<file path="config.mk">
export PLATFORM = sky130hd
export DESIGN_NAME = dma_hdma_channel_controller_core
export DESIGN_NICKNAME = d
export VERILOG_FILES = /design/src/rtl/hdma_pkg.sv /design/src/rtl/dma_hdma_channel_controller_core.sv
export SDC_FILE = /design/constraint.sdc
export NUM_CORES = 1
export LEC_CHECK = 0
export BUFFER_PORTS_ARGS = -buffer_cell sky130_fd_sc_hd__buf_2
export CAP_MARGIN = 10
export CELL_PAD_IN_SITES_DETAIL_PLACEMENT = 1
export CELL_PAD_IN_SITES_GLOBAL_PLACEMENT = 1
export CORE_MARGIN = 4
export CORE_UTILIZATION = 45
export CTS_BUF_LIST = sky130_fd_sc_hd__clkbuf_4 sky130_fd_sc_hd__clkbuf_8
export DETAILED_ROUTE_END_ITERATION = 12
export GPL_TIMING_DRIVEN = 1
export PLACE_DENSITY = 0.8
export SYNTH_ARGS = -nofsm -noshare
export SYNTH_HDL_FRONTEND = slang
export SYNTH_SLANG_ARGS = --single-unit
</file>
<file path="constraint.sdc">
create_clock -name clk -period 5.1 [get_ports clk]
set_input_delay 1.02 -clock clk [delete_from_list [all_inputs] [get_ports clk]]
set_output_delay 1.02 -clock clk [all_outputs]
set_load 0.02 [all_outputs]
</file>
<file path="src/rtl/hdma_pkg.sv">
`timescale 1ns / 1ps
// ----------------------------------------------------------------------------
// hdma_pkg: shared types and constants
// Phase codes, bus operation codes, command codes, register indexes, result record.
// ----------------------------------------------------------------------------
package hdma_pkg;

  typedef enum logic [2:0] {
    PH_IDLE      = 3'd0,
    PH_DMA_READ  = 3'd1,
    PH_HDR       = 3'd2,
    PH_HDR_HI    = 3'd3,
    PH_IND_LO    = 3'd4,
    PH_IND_HI    = 3'd5,
    PH_IND_BANK  = 3'd6,
    PH_HDMA_DATA = 3'd7
  } phase_t;

  localparam logic [2:0] OP_DONE    = 3'd0;
  localparam logic [2:0] OP_READ_A  = 3'd1;
  localparam logic [2:0] OP_WRITE_A = 3'd2;
  localparam logic [2:0] OP_READ_B  = 3'd3;
  localparam logic [2:0] OP_WRITE_B = 3'd4;

  localparam logic [1:0] CMD_START = 2'd0;
  localparam logic [1:0] CMD_FRAME = 2'd1;
  localparam logic [1:0] CMD_LINE  = 2'd2;
  localparam logic [1:0] CMD_DATA  = 2'd3;

  localparam logic [2:0] REG_PARAMS   = 3'd0;
  localparam logic [2:0] REG_B_ADDR   = 3'd1;
  localparam logic [2:0] REG_A_ADDR   = 3'd2;
  localparam logic [2:0] REG_A_BANK   = 3'd3;
  localparam logic [2:0] REG_COUNT    = 3'd4;
  localparam logic [2:0] REG_IND_BANK = 3'd5;
  localparam logic [2:0] REG_HDMA_EN  = 3'd6;

  typedef struct packed {
    logic [2:0]  bus_op;
    logic [23:0] address;
    logic [7:0]  data;
    logic [19:0] master_clocks;
    logic        last;
  } result_t;

endpackage

</file>
<file path="src/rtl/dma_hdma_channel_controller_core.sv">
`timescale 1ns / 1ps
// ----------------------------------------------------------------------------
// dma_hdma_channel_controller_core: one DMA / HDMA channel
// Turns commands and returned read data into a stream of bus requests.
// ----------------------------------------------------------------------------
// Usage:
//  in_* carries commands (start DMA, frame start, HDMA line, read data).
//  out_* carries bus requests and done markers, one per transfer.
//  cfg_* writes channel registers; user keeps to an idle channel, unchecked.
//  An accepted command is registered together with its results (0 to 2); they
//  join a three-entry output buffer behind any pending result and leave one per
//  cycle while out_stall is low. A command producing one result sustains one
//  item per cycle while out_stall is low; one producing two raises in_stall
//  until only one result is pending, as the single output port drains it.
//  in_stall is raised while the buffer holds more than one pending result,
//  so a stalled receiver back-pressures the input without losing data.
//  Reset clears config, state and buffer count, phase idle; entries are kept.
// ----------------------------------------------------------------------------
module dma_hdma_channel_controller_core (
  input  logic        clk,
  input  logic        rst_n,
  input  logic        in_valid,
  output logic        in_stall,
  input  logic [1:0]  in_command,
  input  logic [7:0]  in_read_data,
  output logic        out_valid,
  input  logic        out_stall,
  output logic [2:0]  out_bus_op,
  output logic [23:0] out_address,
  output logic [7:0]  out_data,
  output logic [19:0] out_master_clocks,
  output logic        out_last,
  input  logic        cfg_we,
  input  logic [2:0]  cfg_index,
  input  logic [15:0] cfg_data
);

  // config
  logic [7:0]  params_r, b_addr_r, a_bank_r, ind_bank_r;
  logic [15:0] a_addr_r, count_r;
  logic        hdma_en_r;

  // state
  hdma_pkg::phase_t phase_r, phase_nxt;
  logic [15:0] work_r, work_nxt;
  logic [16:0] left_r, left_nxt;
  logic [1:0]  pos_r, pos_nxt;
  logic [19:0] clk_r, clk_nxt;
  logic [14:0] lines_r, lines_nxt;
  logic rep_r, rep_nxt, xfer_r, xfer_nxt, fin_r, fin_nxt, ptr_r, ptr_nxt;
  logic [15:0] ind_r, ind_nxt;
  logic [7:0]  ibank_r, ibank_nxt, latch_r, latch_nxt;

  // output buffer: three entries, so a two-result transfer fits behind one
  hdma_pkg::result_t buf_r [3];
  hdma_pkg::result_t buf_nxt [3];
  logic [1:0] cnt_r, cnt_nxt;

  hdma_pkg::result_t r0, r1;
  logic [1:0] nres;

  logic in_fire, out_fire;
  assign in_stall  = (cnt_r > 2'd1);
  assign in_fire   = in_valid && !in_stall;
  assign out_valid = (cnt_r != 2'd0);
  assign out_fire  = out_valid && !out_stall;

  logic [2:0] unit;
  always_comb begin
    case (params_r[2:0])
      3'd1, 3'd2: unit = 3'd2;
      3'd3, 3'd4: unit = 3'd4;
      default:    unit = 3'd1;
    endcase
  end

  function automatic hdma_pkg::result_t mk(input logic [2:0] op, input logic [23:0] a,
                                           input logic [7:0] d, input logic [19:0] c,
                                           input logic l);
    hdma_pkg::result_t r;
    r.bus_op = op; r.address = a; r.data = d; r.master_clocks = c; r.last = l;
    return r;
  endfunction

  logic [15:0] hdr;
  logic [7:0]  btgt;
  logic [2:0]  posp1;
  logic [15:0] wstep;
  assign btgt  = b_addr_r + {6'd0, pos_r};
  assign posp1 = {1'b0, pos_r} + 3'd1;
  assign wstep = params_r[4] ? work_r : (params_r[3] ? work_r - 16'd1 : work_r + 16'd1);

  always_comb begin
    logic [15:0] lines;
    logic        rep;
    logic        do_hdr;
    logic        do_begin;
    logic        do_data;
    logic [15:0] w;
    logic [16:0] bl;
    logic [19:0] ct;
    lines = 16'd0; rep = 1'b0; do_hdr = 1'b0; do_begin = 1'b0; do_data = 1'b0;
    w = work_r; bl = left_r; ct = clk_r;
    phase_nxt = phase_r; work_nxt = work_r; left_nxt = left_r; pos_nxt = pos_r;
    clk_nxt = clk_r; lines_nxt = lines_r; rep_nxt = rep_r; xfer_nxt = xfer_r;
    fin_nxt = fin_r; ptr_nxt = ptr_r; ind_nxt = ind_r; ibank_nxt = ibank_r;
    latch_nxt = latch_r;
    r0 = '0; r1 = '0; nres = 2'd0;
    hdr = {in_read_data, latch_r};
    case (in_command)
      hdma_pkg::CMD_FRAME: begin
        work_nxt = a_addr_r; fin_nxt = 1'b0; lines_nxt = '0; rep_nxt = 1'b0;
        xfer_nxt = 1'b0; ptr_nxt = 1'b0; ind_nxt = '0; ibank_nxt = ind_bank_r;
        pos_nxt = '0; left_nxt = '0; phase_nxt = hdma_pkg::PH_IDLE;
      end
      hdma_pkg::CMD_START: begin
        if (phase_r == hdma_pkg::PH_IDLE) begin
          left_nxt = (count_r == 16'd0) ? 17'h10000 : {1'b0, count_r};
          clk_nxt = '0; pos_nxt = '0; nres = 2'd1;
          phase_nxt = hdma_pkg::PH_DMA_READ;
          if (!params_r[7]) begin
            r0 = mk(hdma_pkg::OP_READ_A, {a_bank_r, work_r}, 8'd0, 20'd0, 1'b0);
            work_nxt = wstep;
          end else begin
            r0 = mk(hdma_pkg::OP_READ_B, {16'd0, b_addr_r}, 8'd0, 20'd0, 1'b0);
          end
        end
      end
      hdma_pkg::CMD_LINE: begin
        if (phase_r == hdma_pkg::PH_IDLE) begin
          nres = 2'd1;
          if (!hdma_en_r || fin_r) begin
            r0 = mk(hdma_pkg::OP_DONE, 24'd0, 8'd0, 20'd0, 1'b1);
          end else if (lines_r == 15'd0) begin
            r0 = mk(hdma_pkg::OP_READ_A, {a_bank_r, work_r}, 8'd0, 20'd0, 1'b0);
            work_nxt = work_r + 16'd1;
            phase_nxt = hdma_pkg::PH_HDR;
          end else begin
            xfer_nxt = rep_r;
            lines_nxt = lines_r - 15'd1;
            if (!rep_r) r0 = mk(hdma_pkg::OP_DONE, 24'd0, 8'd0, 20'd0, 1'b1);
            else do_begin = 1'b1;
          end
        end
      end
      default: begin
        unique case (phase_r)
          hdma_pkg::PH_DMA_READ: begin
            nres = 2'd2;
            if (!params_r[7]) begin
              r0 = mk(hdma_pkg::OP_WRITE_B, {16'd0, btgt}, in_read_data, 20'd0, 1'b0);
            end else begin
              r0 = mk(hdma_pkg::OP_WRITE_A, {a_bank_r, work_r}, in_read_data, 20'd0, 1'b0);
              w = wstep;
            end
            ct = clk_r + 20'd8;
            bl = left_r - 17'd1;
            clk_nxt = ct; left_nxt = bl;
            pos_nxt = (posp1 >= unit) ? 2'd0 : posp1[1:0];
            if (bl == 17'd0) begin
              r1 = mk(hdma_pkg::OP_DONE, 24'd0, 8'd0, ct, 1'b1);
              phase_nxt = hdma_pkg::PH_IDLE;
              work_nxt = w;
            end else if (!params_r[7]) begin
              r1 = mk(hdma_pkg::OP_READ_A, {a_bank_r, w}, 8'd0, 20'd0, 1'b0);
              work_nxt = params_r[4] ? w : (params_r[3] ? w - 16'd1 : w + 16'd1);
            end else begin
              r1 = mk(hdma_pkg::OP_READ_B, {16'd0, b_addr_r + {6'd0, pos_nxt}},
                      8'd0, 20'd0, 1'b0);
              work_nxt = w;
            end
          end
          hdma_pkg::PH_HDR: begin
            nres = 2'd1;
            if (unit == 3'd1) begin
              do_hdr = 1'b1; lines = {9'd0, in_read_data[6:0]}; rep = in_read_data[7];
            end else begin
              latch_nxt = in_read_data;
              r0 = mk(hdma_pkg::OP_READ_A, {a_bank_r, work_r}, 8'd0, 20'd0, 1'b0);
              work_nxt = work_r + 16'd1;
              phase_nxt = hdma_pkg::PH_HDR_HI;
            end
          end
          hdma_pkg::PH_HDR_HI: begin
            nres = 2'd1; do_hdr = 1'b1; lines = {1'b0, hdr[14:0]}; rep = hdr[15];
          end
          hdma_pkg::PH_IND_LO: begin
            nres = 2'd1; latch_nxt = in_read_data;
            r0 = mk(hdma_pkg::OP_READ_A, {a_bank_r, work_r}, 8'd0, 20'd0, 1'b0);
            work_nxt = work_r + 16'd1;
            phase_nxt = hdma_pkg::PH_IND_HI;
          end
          hdma_pkg::PH_IND_HI: begin
            nres = 2'd1;
            ind_nxt = hdr; ibank_nxt = ind_bank_r;
            if (unit == 3'd4) begin
              r0 = mk(hdma_pkg::OP_READ_A, {a_bank_r, work_r}, 8'd0, 20'd0, 1'b0);
              work_nxt = work_r + 16'd1;
              phase_nxt = hdma_pkg::PH_IND_BANK;
            end else begin
              ptr_nxt = 1'b1;
              r0 = mk(hdma_pkg::OP_READ_A, {ind_bank_r, hdr}, 8'd0, 20'd0, 1'b0);
              ind_nxt = hdr + 16'd1;
              phase_nxt = hdma_pkg::PH_HDMA_DATA;
            end
          end
          hdma_pkg::PH_IND_BANK: begin
            nres = 2'd1; ibank_nxt = in_read_data; ptr_nxt = 1'b1;
            r0 = mk(hdma_pkg::OP_READ_A, {in_read_data, ind_r}, 8'd0, 20'd0, 1'b0);
            ind_nxt = ind_r + 16'd1;
            phase_nxt = hdma_pkg::PH_HDMA_DATA;
          end
          hdma_pkg::PH_HDMA_DATA: begin
            if (posp1 >= unit) begin
              nres = 2'd1; pos_nxt = '0;
              r0 = mk(hdma_pkg::OP_WRITE_B, {16'd0, btgt}, in_read_data, 20'd0, 1'b1);
              phase_nxt = hdma_pkg::PH_IDLE;
            end else begin
              nres = 2'd2; pos_nxt = posp1[1:0];
              r0 = mk(hdma_pkg::OP_WRITE_B, {16'd0, btgt}, in_read_data, 20'd0, 1'b0);
              do_data = 1'b1;
            end
          end
          default: ;
        endcase
      end
    endcase

    if (do_hdr) begin
      rep_nxt = rep;
      if (lines == 16'd0) begin
        fin_nxt = 1'b1;
        r0 = mk(hdma_pkg::OP_DONE, 24'd0, 8'd0, 20'd0, 1'b1);
        phase_nxt = hdma_pkg::PH_IDLE;
      end else begin
        lines_nxt = lines[14:0] - 15'd1;
        xfer_nxt = 1'b1;
        ptr_nxt = 1'b0;
        do_begin = 1'b1;
      end
    end
    if (do_begin) begin
      pos_nxt = '0;
      if (params_r[6] && !(ptr_r && !do_hdr)) begin
        r0 = mk(hdma_pkg::OP_READ_A, {a_bank_r, work_r}, 8'd0, 20'd0, 1'b0);
        work_nxt = work_r + 16'd1;
        phase_nxt = hdma_pkg::PH_IND_LO;
      end else if (params_r[6]) begin
        r0 = mk(hdma_pkg::OP_READ_A, {ibank_r, ind_r}, 8'd0, 20'd0, 1'b0);
        ind_nxt = ind_r + 16'd1;
        phase_nxt = hdma_pkg::PH_HDMA_DATA;
      end else begin
        r0 = mk(hdma_pkg::OP_READ_A, {a_bank_r, work_r}, 8'd0, 20'd0, 1'b0);
        work_nxt = work_r + 16'd1;
        phase_nxt = hdma_pkg::PH_HDMA_DATA;
      end
    end
    if (do_data) begin
      if (params_r[6]) begin
        r1 = mk(hdma_pkg::OP_READ_A, {ibank_r, ind_r}, 8'd0, 20'd0, 1'b0);
        ind_nxt = ind_r + 16'd1;
      end else begin
        r1 = mk(hdma_pkg::OP_READ_A, {a_bank_r, work_r}, 8'd0, 20'd0, 1'b0);
        work_nxt = work_r + 16'd1;
      end
      phase_nxt = hdma_pkg::PH_HDMA_DATA;
    end
  end

  // output buffer update; input is taken only with at most one entry held
  always_comb begin
    logic [1:0] c;
    buf_nxt[0] = buf_r[0];
    buf_nxt[1] = buf_r[1];
    buf_nxt[2] = buf_r[2];
    c = cnt_r;
    if (out_fire) begin
      buf_nxt[0] = buf_r[1];
      buf_nxt[1] = buf_r[2];
      c = cnt_r - 2'd1;
    end
    if (in_fire && nres != 2'd0) begin
      if (c == 2'd0) begin
        buf_nxt[0] = r0;
        buf_nxt[1] = r1;
      end else begin
        buf_nxt[1] = r0;
        buf_nxt[2] = r1;
      end
    end
    cnt_nxt = in_fire ? c + nres : c;
  end

  always_ff @(posedge clk) begin
    buf_r <= buf_nxt;
    if (!rst_n) begin
      params_r <= '0; b_addr_r <= '0; a_addr_r <= '0; a_bank_r <= '0;
      count_r <= '0; ind_bank_r <= '0; hdma_en_r <= 1'b0;
      phase_r <= hdma_pkg::PH_IDLE; work_r <= '0; left_r <= '0; pos_r <= '0;
      clk_r <= '0; lines_r <= '0; rep_r <= 1'b0; xfer_r <= 1'b0; fin_r <= 1'b0;
      ptr_r <= 1'b0; ind_r <= '0; ibank_r <= '0; latch_r <= '0; cnt_r <= '0;
    end else begin
      cnt_r <= cnt_nxt;
      if (in_fire) begin
        phase_r <= phase_nxt; work_r <= work_nxt; left_r <= left_nxt;
        pos_r <= pos_nxt; clk_r <= clk_nxt; lines_r <= lines_nxt; rep_r <= rep_nxt;
        xfer_r <= xfer_nxt; fin_r <= fin_nxt; ptr_r <= ptr_nxt; ind_r <= ind_nxt;
        ibank_r <= ibank_nxt; latch_r <= latch_nxt;
      end
      if (cfg_we) begin
        unique case (cfg_index)
          hdma_pkg::REG_PARAMS:   params_r <= cfg_data[7:0];
          hdma_pkg::REG_B_ADDR:   b_addr_r <= cfg_data[7:0];
          hdma_pkg::REG_A_ADDR: begin
            a_addr_r <= cfg_data;
            work_r <= cfg_data;
          end
          hdma_pkg::REG_A_BANK:   a_bank_r <= cfg_data[7:0];
          hdma_pkg::REG_COUNT:    count_r <= cfg_data;
          hdma_pkg::REG_IND_BANK: ind_bank_r <= cfg_data[7:0];
          hdma_pkg::REG_HDMA_EN:  hdma_en_r <= cfg_data[0];
          default: ;
        endcase
      end
    end
  end

  assign out_bus_op        = buf_r[0].bus_op;
  assign out_address       = buf_r[0].address;
  assign out_data          = buf_r[0].data;
  assign out_master_clocks = buf_r[0].master_clocks;
  assign out_last          = buf_r[0].last;

  a_cnt_max: assert property (@(posedge clk) disable iff (!rst_n) cnt_r <= 2'd3)
    else $error("output buffer overflow");
  a_no_take_full: assert property (@(posedge clk) disable iff (!rst_n)
    cnt_r >= 2'd2 |-> !in_fire)
    else $error("input taken with full buffer");
  a_done_idle: assert property (@(posedge clk) disable iff (!rst_n)
    (in_fire && nres != 2'd0 && r0.last && nres == 2'd1) |=> phase_r == hdma_pkg::PH_IDLE)
    else $error("final result without idle phase");

endmodule
</file>
# After elaboration in Yosys (flattened, before gate mapping)
# Cells that the tools add are included.
# word_totals
register_bits,343
inputBits,34
output_inout_bits,58
word_cells,265
# op_classes
n_addsub,15
n_lt_le_gt_ge,2
n_eq_ne,25
n_mux,134
n_bitwise,5
reduce_logical,49
# ops
cell,count
$mux W16,30
$mux W56,8
$pmux W56 S6,1
$mux W55,6
$mux W54,4
$mux W168,1
$pmux W56 S3,1
$mux W53,3
$mux W112,1
$mux W15,6
$add A16 B1 Y16 const B,4
$pmux W16 S2,2
$pmux W16 S4,1
$pmux W15 S2,2
$mux W17,3
$pmux W17 S3,1
$pmux W16 S3,1
$pmux W8 S2,3
$mux W20,2
$pmux W20 S2,1
$mux W3,11
$logic_not A16 Y1,2
$sub A16 B1 Y16 const B,2
$sub A15 B1 Y15 const B,2
42 further kinds,132

# Logic depth before layout (Yosys ltp)
# Gate-level depths: netlist (run 1).
# logic_depth
depth_word,21
depth_mapped,20
ltp_nobuf,18

# Worst setup path after synthesis (run 1)
# Ideal clock, no wire load.
# synth_path
path_type,input-to-reg
start,input in_command[0]
end,"register buf_r[92] (netlist bit), data pin"
setup_time_ns,0.257
arrival_ns,4.084
t_required_ns,4.843
setup_slack_ns,0.759
stages,17
path_buffers,7
cell_sequence,ha_1 clkbuf_1 clkbuf_1 clkbuf_1 clkbuf_1 clkbuf_1 nand2_1 ha_1 o311a_1 buf_2 and4_1 buf_2 a2bb2oi_1 nor2b_1 a211o_1 or2_1 a32o_1
# synth_rtl
element,line_no,source
"start, declared",dma_hdma_channel_controller_core.sv:24,"input logic [1:0] in_command,"
"end signal, assigned",dma_hdma_channel_controller_core.sv:295,buf_r <= buf_nxt;
"end, declared",dma_hdma_channel_controller_core.sv:55,hdma_pkg::result_t buf_r [3];

# Final worst setup path (run 1)
# layout_path
start,register work_r[2]
end,register work_r[13]
# layout_between
elab_chain_cells,21
# layout_rtl
element,line_no,source
"start, declared",dma_hdma_channel_controller_core.sv:45,"logic [15:0] work_r, work_nxt;"
"start signal, assigned",dma_hdma_channel_controller_core.sv:305,phase_r <= phase_nxt; work_r <= work_nxt; left_r <= left_nxt;
"start signal, assigned",dma_hdma_channel_controller_core.sv:316,work_r <= cfg_data;
$add A16 B1 Y16 or $sub A16 B1 Y16 (tied branches),n/a,
$mux W16 (2 in a row),dma_hdma_channel_controller_core.sv:91,assign wstep = params_r[4] ? work_r : (params_r[3] ? work_r - 16'd1 : work_r + 16'd1);
$mux W16,dma_hdma_channel_controller_core.sv:150,if (!params_r[7]) begin
$mux W16,dma_hdma_channel_controller_core.sv:147,unique case (phase_r)
$mux W16,dma_hdma_channel_controller_core.sv:110,case (in_command)
$add A16 B1 Y16 or $sub A16 B1 Y16 (tied branches),dma_hdma_channel_controller_core.sv:166,work_nxt = params_r[4] ? w : (params_r[3] ? w - 16'd1 : w + 16'd1);
$mux W16 (2 in a row),dma_hdma_channel_controller_core.sv:166,
$mux W16,dma_hdma_channel_controller_core.sv:164,end else if (!params_r[7]) begin
(+3 left out),n/a,
$mux W16,dma_hdma_channel_controller_core.sv:248,end else if (params_r[6]) begin
$mux W16,dma_hdma_channel_controller_core.sv:244,if (params_r[6] && !(ptr_r && !do_hdr)) begin
$mux W16,dma_hdma_channel_controller_core.sv:242,if (do_begin) begin
$mux W16,dma_hdma_channel_controller_core.sv:259,if (params_r[6]) begin
$mux W16 *,dma_hdma_channel_controller_core.sv:258,if (do_data) begin
$mux W16 *,dma_hdma_channel_controller_core.sv:304,if (in_fire) begin
$mux W16,dma_hdma_channel_controller_core.sv:311,unique case (cfg_index)
$mux W16 *,dma_hdma_channel_controller_core.sv:310,if (cfg_we) begin
# Every way passes the cells marked *; elsewhere a longest branch is shown, timed or not. The select of a mux whose other input is x is not followed.
# A chain may end at the register's enable or synchronous reset.

==> results of run 1 <==
## per-stage QoR
stage	hold slack (ps)	setup slack (ps)	instance area, µm²
2_1_floorplan	436	759	22400
3_3_place_gp	440	663	23100
3_5_place_dp	445	628	23100
4_1_cts	453	709	24400
5_1_grt	472	421	24400
6_report	449	633	24400
## layout make-up
| class | instances | area share (%) |
|---|---|---|
| sequential | 326 | 30.8 |
| clock buffer | 80 | 4.18 |
| clock inverter | 26 | 1.07 |
| tap | 664 | 3.41 |
| timing repair buffer | 204 | 5.46 |
| multi-input combinational | 2227 | 54.3 |
| inverter | 47 | 0.724 |
## logic make-up (layout without fill, tap and decap cells)
logic type,Yosys count,in the layout
other cells,1,1
mux,38,38
flops,326,326
fa+ha+maj,45,45
simple gates,1153,1153
xor+xnor,122,122
compound gates,868,868
buf+inv,339,357
## metal layers
layer | GRT usage, % | wire, µm
met3 | 5.78 | 7760
met1 | 44.5 | 39100
met4 | 17.2 | 5420
met2 | 57.2 | 44100
met5 | 0 | 0
## registers in the layout (all words and copies together) (netlist names), 15 cells and up
| register | cells |
|---|---|
| left_r | 17 |
| count_r | 16 |
| work_r | 16 |
| out_master_clocks | 20 |
| a_addr_r | 16 |
| out_address | 24 |
| ind_r | 16 |
| lines_r | 15 |
| clk_r | 17 |
| buf_r | 99 |
## layout by cell type (no fill, tap or decap), drive strengths merged, types with 43 or more instances in the layout
cell,instances
edfxtp,99
inv,43
and3,50
xnor2,82
a21boi,59
nand3,92
nor2,240
buf,204
clkbuf,80
nor3,62
nand2,511
a21oi,225
o21ai,209
dfxtp,227
## power by group through the flow
stage          clock [mW]  sequential (mW)  combinational (mW)
3_5_place_dp            0             3.62                3.54
4_1_cts              2.77             3.57                3.56
3_3_place_gp            0             3.59                3.43
2_1_floorplan           0             3.46                2.67
5_1_grt              2.88             3.62                3.89
6_report             2.74             3.57                3.61
## worst min-delay path by stage
| stage | start | end | slack [ps] |
|---|---|---|---|
| 2_1_floorplan | a_addr_r[1]$_SDFFE_PN0P_ | a_addr_r[1]$_SDFFE_PN0P_ | 440 |
| 3_3_place_gp | out_master_clocks[1]$_DFF_P_ | out_master_clocks[1]$_DFF_P_ | 440 |
| 3_5_place_dp | out_master_clocks[2]$_DFF_P_ | out_master_clocks[2]$_DFF_P_ | 450 |
| 4_1_cts | out_master_clocks[2]$_DFF_P_ | out_master_clocks[2]$_DFF_P_ | 450 |
| 5_1_grt | out_master_clocks[1]$_DFF_P_ | out_master_clocks[1]$_DFF_P_ | 470 |
| 6_report | out_master_clocks[2]$_DFF_P_ | out_master_clocks[2]$_DFF_P_ | 450 |
## critical path, stage by stage (launching register included)
cell,delay (ps)
dfxtp_1,410
buf_4,260
or4b_2,730
nor3_1,170
a31oi_1,60
nor2_1,240
nand2_1,110
xnor2_1,180
ha_1,340
and2_1,180
a31oi_1,350
a31oi_1,210
o21ai_0,350
xnor2_1,160
nand3_1,150
a211o_1,300
a41oi_1,190
==> results.sh, run 1 <==
export IMPL_status="complete, no violations"
export IMPL_critPathLaunch="work_r[2]$_SDFF_PN0_"
export IMPL_netlist_top_cells_count="nand2_1 (509), nor2_1 (237), dfxtp_1 (227), a21oi_1 (223), o21ai_0 (203)"
export IMPL_synth_cell_types=107
export IMPL_synth_compound_area_share_pct=25.9
export IMPL_fmax_mhz=224
export IMPL_setup_viol=0
export IMPL_pwr_share_clk_pct=27.6
export IMPL_core_area_um2=49100
export IMPL_worstPathArrival_ps=5070
export IMPL_worstPathRequired_ps=5700
export IMPL_switching_share_pct=40.3
export IMPL_antennaDiodeCount=0
export IMPL_drt_iter0_drc=2371
export IMPL_cts_tree="done"
export IMPL_io_buffers=91
export IMPL_reg2reg_depth=16
export IMPL_clock_latency_ps=700
export IMPL_cap_violations=0
export IMPL_grt_pass1_wl_um=145000
export IMPL_cts_htree_levels=2
export IMPL_multiInputGateArea_um2=13200
export IMPL_crit_end="work_r[13]$_SDFF_PN0_"
export IMPL_cts_resized=0
export IMPL_fin_nets=2942
export IMPL_initial_core_util_pct=45.7
export IMPL_antenna_found_initial=1
export IMPL_slew_headroom_pct=21.7
export IMPL_tns_ps=0
export IMPL_r2r_start="work_r[2]$_SDFF_PN0_"
export IMPL_post_cts_buffers=0
export IMPL_grt_overflow_total=0
export IMPL_final_cells=3574
export IMPL_yosys_area_share_simple_pct=23.9
export IMPL_cellPowerDensity_nw_per_um2=407
export IMPL_power_leakage_nw=8.76
export IMPL_worst_pin_slew_ps=1170
export IMPL_clk_root_buffer_cell="clkbuf_8"
export IMPL_crit_type="flip-flop to flip-flop"
export IMPL_cts_path_max_buffers=3
export IMPL_worst_setup_path_start_kind="flip-flop"
export IMPL_yosys_warnings=0
export IMPL_r2r_end="work_r[13]$_SDFF_PN0_"
export IMPL_yosys_area_top_type="dfxtp_1"
export IMPL_drt_pre_antenna_iters=6
export IMPL_muxShareOfSynthArea_pct=1.70
export IMPL_vias_per_cell=6.55
export IMPL_seq_area_frac_synth_pct=33.6
export IMPL_regArea_um2=7520
export IMPL_pwr_share_seq_pct=36.0
export IMPL_numClockSinks=326
export IMPL_synth_nets=2971
export IMPL_grt_total_usage_pct=34.8
export IMPL_std_cell_rows=81
export IMPL_syn_area_per_cell_um2=7.75
export IMPL_synth_xor_area_share_pct=4.77
export IMPL_synth_top_family_by_area="compound AO/OA/AOI/OAI gates"
export IMPL_holdBufCountCts=0
export IMPL_synth_edf_count=99
export IMPL_hold_path_depth=2
export IMPL_hold_class="flip-flop to flip-flop"
export IMPL_dieArea_um2=53400
export IMPL_synth_most_common_cell="nand2_1"
export IMPL_intPower_mw=5.92
export IMPL_wl_um=96400
export IMPL_drc_errors=0
export IMPL_drive_above_1_share_pct=12.6
export IMPL_skew_ps=34.9
export IMPL_gp_congestion=1.04
export IMPL_synth_top_area_share_pct=20.3
export IMPL_p_switching_mw=4.01
export IMPL_rsz0062_at_grt="no"
export IMPL_power_mw=9.93
export IMPL_fin_crit_sh_pct=87.6
export IMPL_reg2reg_slack_ps=630
export IMPL_ioPinCount=92
export IMPL_die_x_um=231
export IMPL_place_hpwl_um=70100
export IMPL_period_needed_ps=4470
export IMPL_peakVddDrop_uv=222
export IMPL_nFillCells=6102
export IMPL_yosys_register_bits=326
export IMPL_ant_nets=0
export IMPL_wl_per_cell_um=27.0
export IMPL_hold_viol=0
export IMPL_synthToLayoutAreaGrowth_pct=8.81
export IMPL_crit_path_end_kind="flip-flop"
export IMPL_synth_cells=2892
export IMPL_grt_pass1_vias=23500
export IMPL_maxSlewViolCount=0
export IMPL_cts_made_buffers=57
export IMPL_dp_cells=3468
export IMPL_vias=23400
export IMPL_synth_area_leaders="dfxtp_1 (20%), edfxtp_1 (13%), nand2_1 (8.5%)"
export IMPL_syn_area_um2=22400
export IMPL_combinationalPowerShare_pct=36.4
export IMPL_synthFlopType="dfxtp_1"
export IMPL_async_reset_ff_share_pct=0
export IMPL_crit_fanout=17
export IMPL_dieHeight_um=231
export IMPL_grt_max_degree=62
export IMPL_final_util_pct=49.7
export IMPL_synthAdderAreaFrac_pct=2.61
export IMPL_clk_pin_slew_ps=60
Power figures use the tool's default switching activity.
==> run 2: changes to the inputs <==
--- a/config.mk
+++ b/config.mk
@@ -5,6 +5,7 @@
 export SDC_FILE = /design/constraint.sdc
 export NUM_CORES = 1
 export LEC_CHECK = 0
+export ABC_AREA = 1
 export BUFFER_PORTS_ARGS = -buffer_cell sky130_fd_sc_hd__buf_2
 export CAP_MARGIN = 10
 export CELL_PAD_IN_SITES_DETAIL_PLACEMENT = 1
@@ -14,7 +15,7 @@
 export CTS_BUF_LIST = sky130_fd_sc_hd__clkbuf_4 sky130_fd_sc_hd__clkbuf_8
 export DETAILED_ROUTE_END_ITERATION = 12
 export GPL_TIMING_DRIVEN = 1
-export PLACE_DENSITY = 0.8
+export PLACE_DENSITY = 0.82
 export SYNTH_ARGS = -nofsm -noshare
 export SYNTH_HDL_FRONTEND = slang
 export SYNTH_SLANG_ARGS = --single-unit
==> results.sh, run 2 <==
export IMPL_synth_edf_count=99
export IMPL_netlist_top_cells_count="nand2_1 (717), a21oi_1 (348), o21ai_0 (307), inv_1 (291), nor2_1 (277)"
export IMPL_clk_root_buffer_cell="clkbuf_8"
export IMPL_power_leakage_nw=9.80
export IMPL_max_stage_delay_ps=600
export IMPL_die_x_um=232
export IMPL_dp_cells=3874
export IMPL_cp_num_buf_inv=2
export IMPL_crit_type="flip-flop to flip-flop"
export IMPL_skew_ps=39.1
export IMPL_grt_pass1_wl_um=148000
export IMPL_grt_max_degree=72
export IMPL_final_cells=3983
export IMPL_async_reset_ff_share_pct=0
export IMPL_status="complete, no violations"
export IMPL_worstPathArrival_ps=5250
export IMPL_mostFrequentLayoutCell="nand2_1"
export IMPL_fmax_mhz=216
export IMPL_gp_congestion=0.981
export IMPL_io_buffers=91
export IMPL_path_common_cell="nand2_1"
export IMPL_drt_iter0_drc=2356
export IMPL_cts_path_max_buffers=3
export IMPL_core_area_um2=49300
export IMPL_multiInputGateArea_um2=12600
export IMPL_maxSlewViolCount=0
export IMPL_synth_top_area_share_pct=20.2
export IMPL_path_delay_family="simple AND/OR/NAND/NOR gates"
export IMPL_yosys_register_bits=326
export IMPL_intPower_mw=5.70
export IMPL_dieHeight_um=232
export IMPL_wl_um=96900
export IMPL_switching_share_pct=42.3
export IMPL_drive_above_1_share_pct=9.92
export IMPL_ioPinCount=92
export IMPL_slew_headroom_pct=19.3
export IMPL_crit_fanout=13
export IMPL_worst_path_max_delay_cell="dfxtp_1"
export IMPL_tns_ps=0
export IMPL_antenna_found_initial=3
export IMPL_synth_cell_types=70
export IMPL_rsz0062_at_grt="no"
export IMPL_synthFlopType="dfxtp_1"
export IMPL_clock_latency_ps=710
export IMPL_place_hpwl_um=68500
export IMPL_yosys_warnings=0
export IMPL_wl_per_cell_um=24.3
export IMPL_fin_nets=3350
export IMPL_initial_core_util_pct=45.8
export IMPL_worstPathRequired_ps=5720
export IMPL_hold_viol=0
export IMPL_grt_total_usage_pct=34.9
export IMPL_p_switching_mw=4.18
export IMPL_drt_pre_antenna_iters=6
export IMPL_nFillCells=6504
export IMPL_drc_errors=0
export IMPL_yosys_area_top_type="dfxtp_1"
export IMPL_cts_made_buffers=59
export IMPL_final_cell_mix="nand2_1 (715), a21oi_1 (348), o21ai_0 (306)"
export IMPL_cellPowerDensity_nw_per_um2=405
export IMPL_cap_violations=0
export IMPL_synth_nets=3384
export IMPL_grt_overflow_total=0
export IMPL_grt_pass1_vias=25200
export IMPL_synth_cells=3305
export IMPL_vias=25000
export IMPL_syn_area_um2=22500
export IMPL_period_needed_ps=4630
export IMPL_peakVddDrop_uv=242
export IMPL_pwr_share_clk_pct=26.1
export IMPL_clk_pin_slew_ps=60
export IMPL_pwr_share_seq_pct=36.3
export IMPL_post_cts_buffers=0
export IMPL_worst_setup_path_start_kind="flip-flop"
export IMPL_synth_most_common_cell="nand2_1"
export IMPL_numClockSinks=326
export IMPL_cts_tree="done"
export IMPL_fin_crit_sh_pct=90.7
export IMPL_crit_path_end_kind="flip-flop"
export IMPL_syn_area_per_cell_um2=6.82
export IMPL_worst_pin_slew_ps=1210
export IMPL_ant_nets=0
export IMPL_seq_area_frac_synth_pct=33.4
export IMPL_hold_class="flip-flop to flip-flop"
export IMPL_synth_area_leaders="dfxtp_1 (20%), edfxtp_1 (13%), nand2_1 (12%)"
export IMPL_regArea_um2=7520
export IMPL_std_cell_rows=81
export IMPL_largest_reg_flops=99
export IMPL_dieArea_um2=53700
export IMPL_vias_per_cell=6.28
export IMPL_synthToLayoutAreaGrowth_pct=8.14
export IMPL_cts_htree_levels=2
export IMPL_setup_viol=0
export IMPL_regMostFlops="buf_r"
export IMPL_cp_cell_sequence="inv_1 > xor2_1 > o211ai_1 > o21ai_0 > nand2_1 > o21ai_0 > ha_1 > nand3_1 > nand2_1 > inv_1 > o21ai_0 > a21oi_1 > or2_2 > nand3_1 > o21ai_0 > nand2_1 > nand2_1 > nand3_1 > o21ai_0 > nand2_1 > nand3_1 > nand2_1 > nand2_1 > a21oi_1"
export IMPL_combinationalPowerShare_pct=37.6
export IMPL_holdBufCountCts=0
run 2: cell count changes after synthesis, moves of 48 or more:
cell / previous run / this run
a21boi_0: 57 / 0
and3_1: 49 / 1
nand3_1: 92 / 211
xnor2_1: 82 / 9
nand2_1: 509 / 717
inv_1: 40 / 291
o21ai_0: 203 / 307
a21oi_1: 223 / 348
run 2: path summary, 6_finish.rpt:
kind	depth (start not counted)	slack (ps)	from	endpoint
hold reg to reg	2	460	out_master_clocks[3]$_DFF_P_	out_master_clocks[3]$_DFF_P_
setup reg to reg	24	470	work_r[3]$_SDFF_PN0_	work_r[10]$_SDFF_PN0_
hold / removal	2	460	out_master_clocks[3]$_DFF_P_	out_master_clocks[3]$_DFF_P_
setup / recovery	24	470	work_r[3]$_SDFF_PN0_	work_r[10]$_SDFF_PN0_
run 2: cell type report:
cell class	instances	area share, %
diodes	2	0.0205
inverters	316	4.89
multi-input cells	2410	51.9
flip-flops and latches	326	30.9
well taps	664	3.41
clock inverters	23	0.626
clock buffers	84	4.26
repair buffers	158	4.09
run 2: metal layers:
layer	up-vias	global-route usage [%]	share of wire [%]
met1	12300	44.4	41
met3	311	6.40	8.3
met5	-	0	0
met4	0	16.8	5.3
li1	11200	-	-
met2	1196	57.3	46
run 2: worst min-delay path, cell delays in order (launching register included):
cell	delay (ps)
dfxtp_1	310
nand2_1	60
a21oi_1	50
run 2: stage by stage:
step	cell area (µm²)	utilization [%]	setup slack, ps	hold WS [ps]	power (mW)
final	24400	49.5	472	459	9.88
after global routing	24400	49.5	5.30	487	10.4
after CTS	24400	49.5	529	462	9.86
after detailed placement	23200	47.0	595	453	7.26
after global placement	23200	47.0	659	447	7.11
after floorplan	22500	-	910	440	6.21
run 2: cell families after synthesis:
family | count (synthesis) | synth area share (%)
adders and majority gates | 45 | 2.60
other | 1 | 0.0166
buffers and inverters | 569 | 10.8
and+or+nand+nor | 1338 | 25.4
xor gates and xnor gates | 62 | 2.41
AOI/OAI and AO/OA | 941 | 24.4
muxes | 23 | 1.02
DFF | 326 | 33.4
run 2: power groups by stage:
stage               registers, mW  logic, mW  clock network (mW)
detailed placement           3.63       3.64                   0
floorplan                    3.50       2.71                   0
global placement             3.59       3.52                   0
finish                       3.58       3.72                2.58
global route                 3.63       4.04                2.73
CTS                          3.58       3.67                2.61
run 2: timing repair:
| action | in CTS | in global routing |
|---|---|---|
| setup endpoints to repair | 0 | 1 |
| hold endpoints to repair | 0 | 0 |
| gates resized for setup | 0 | 3 |
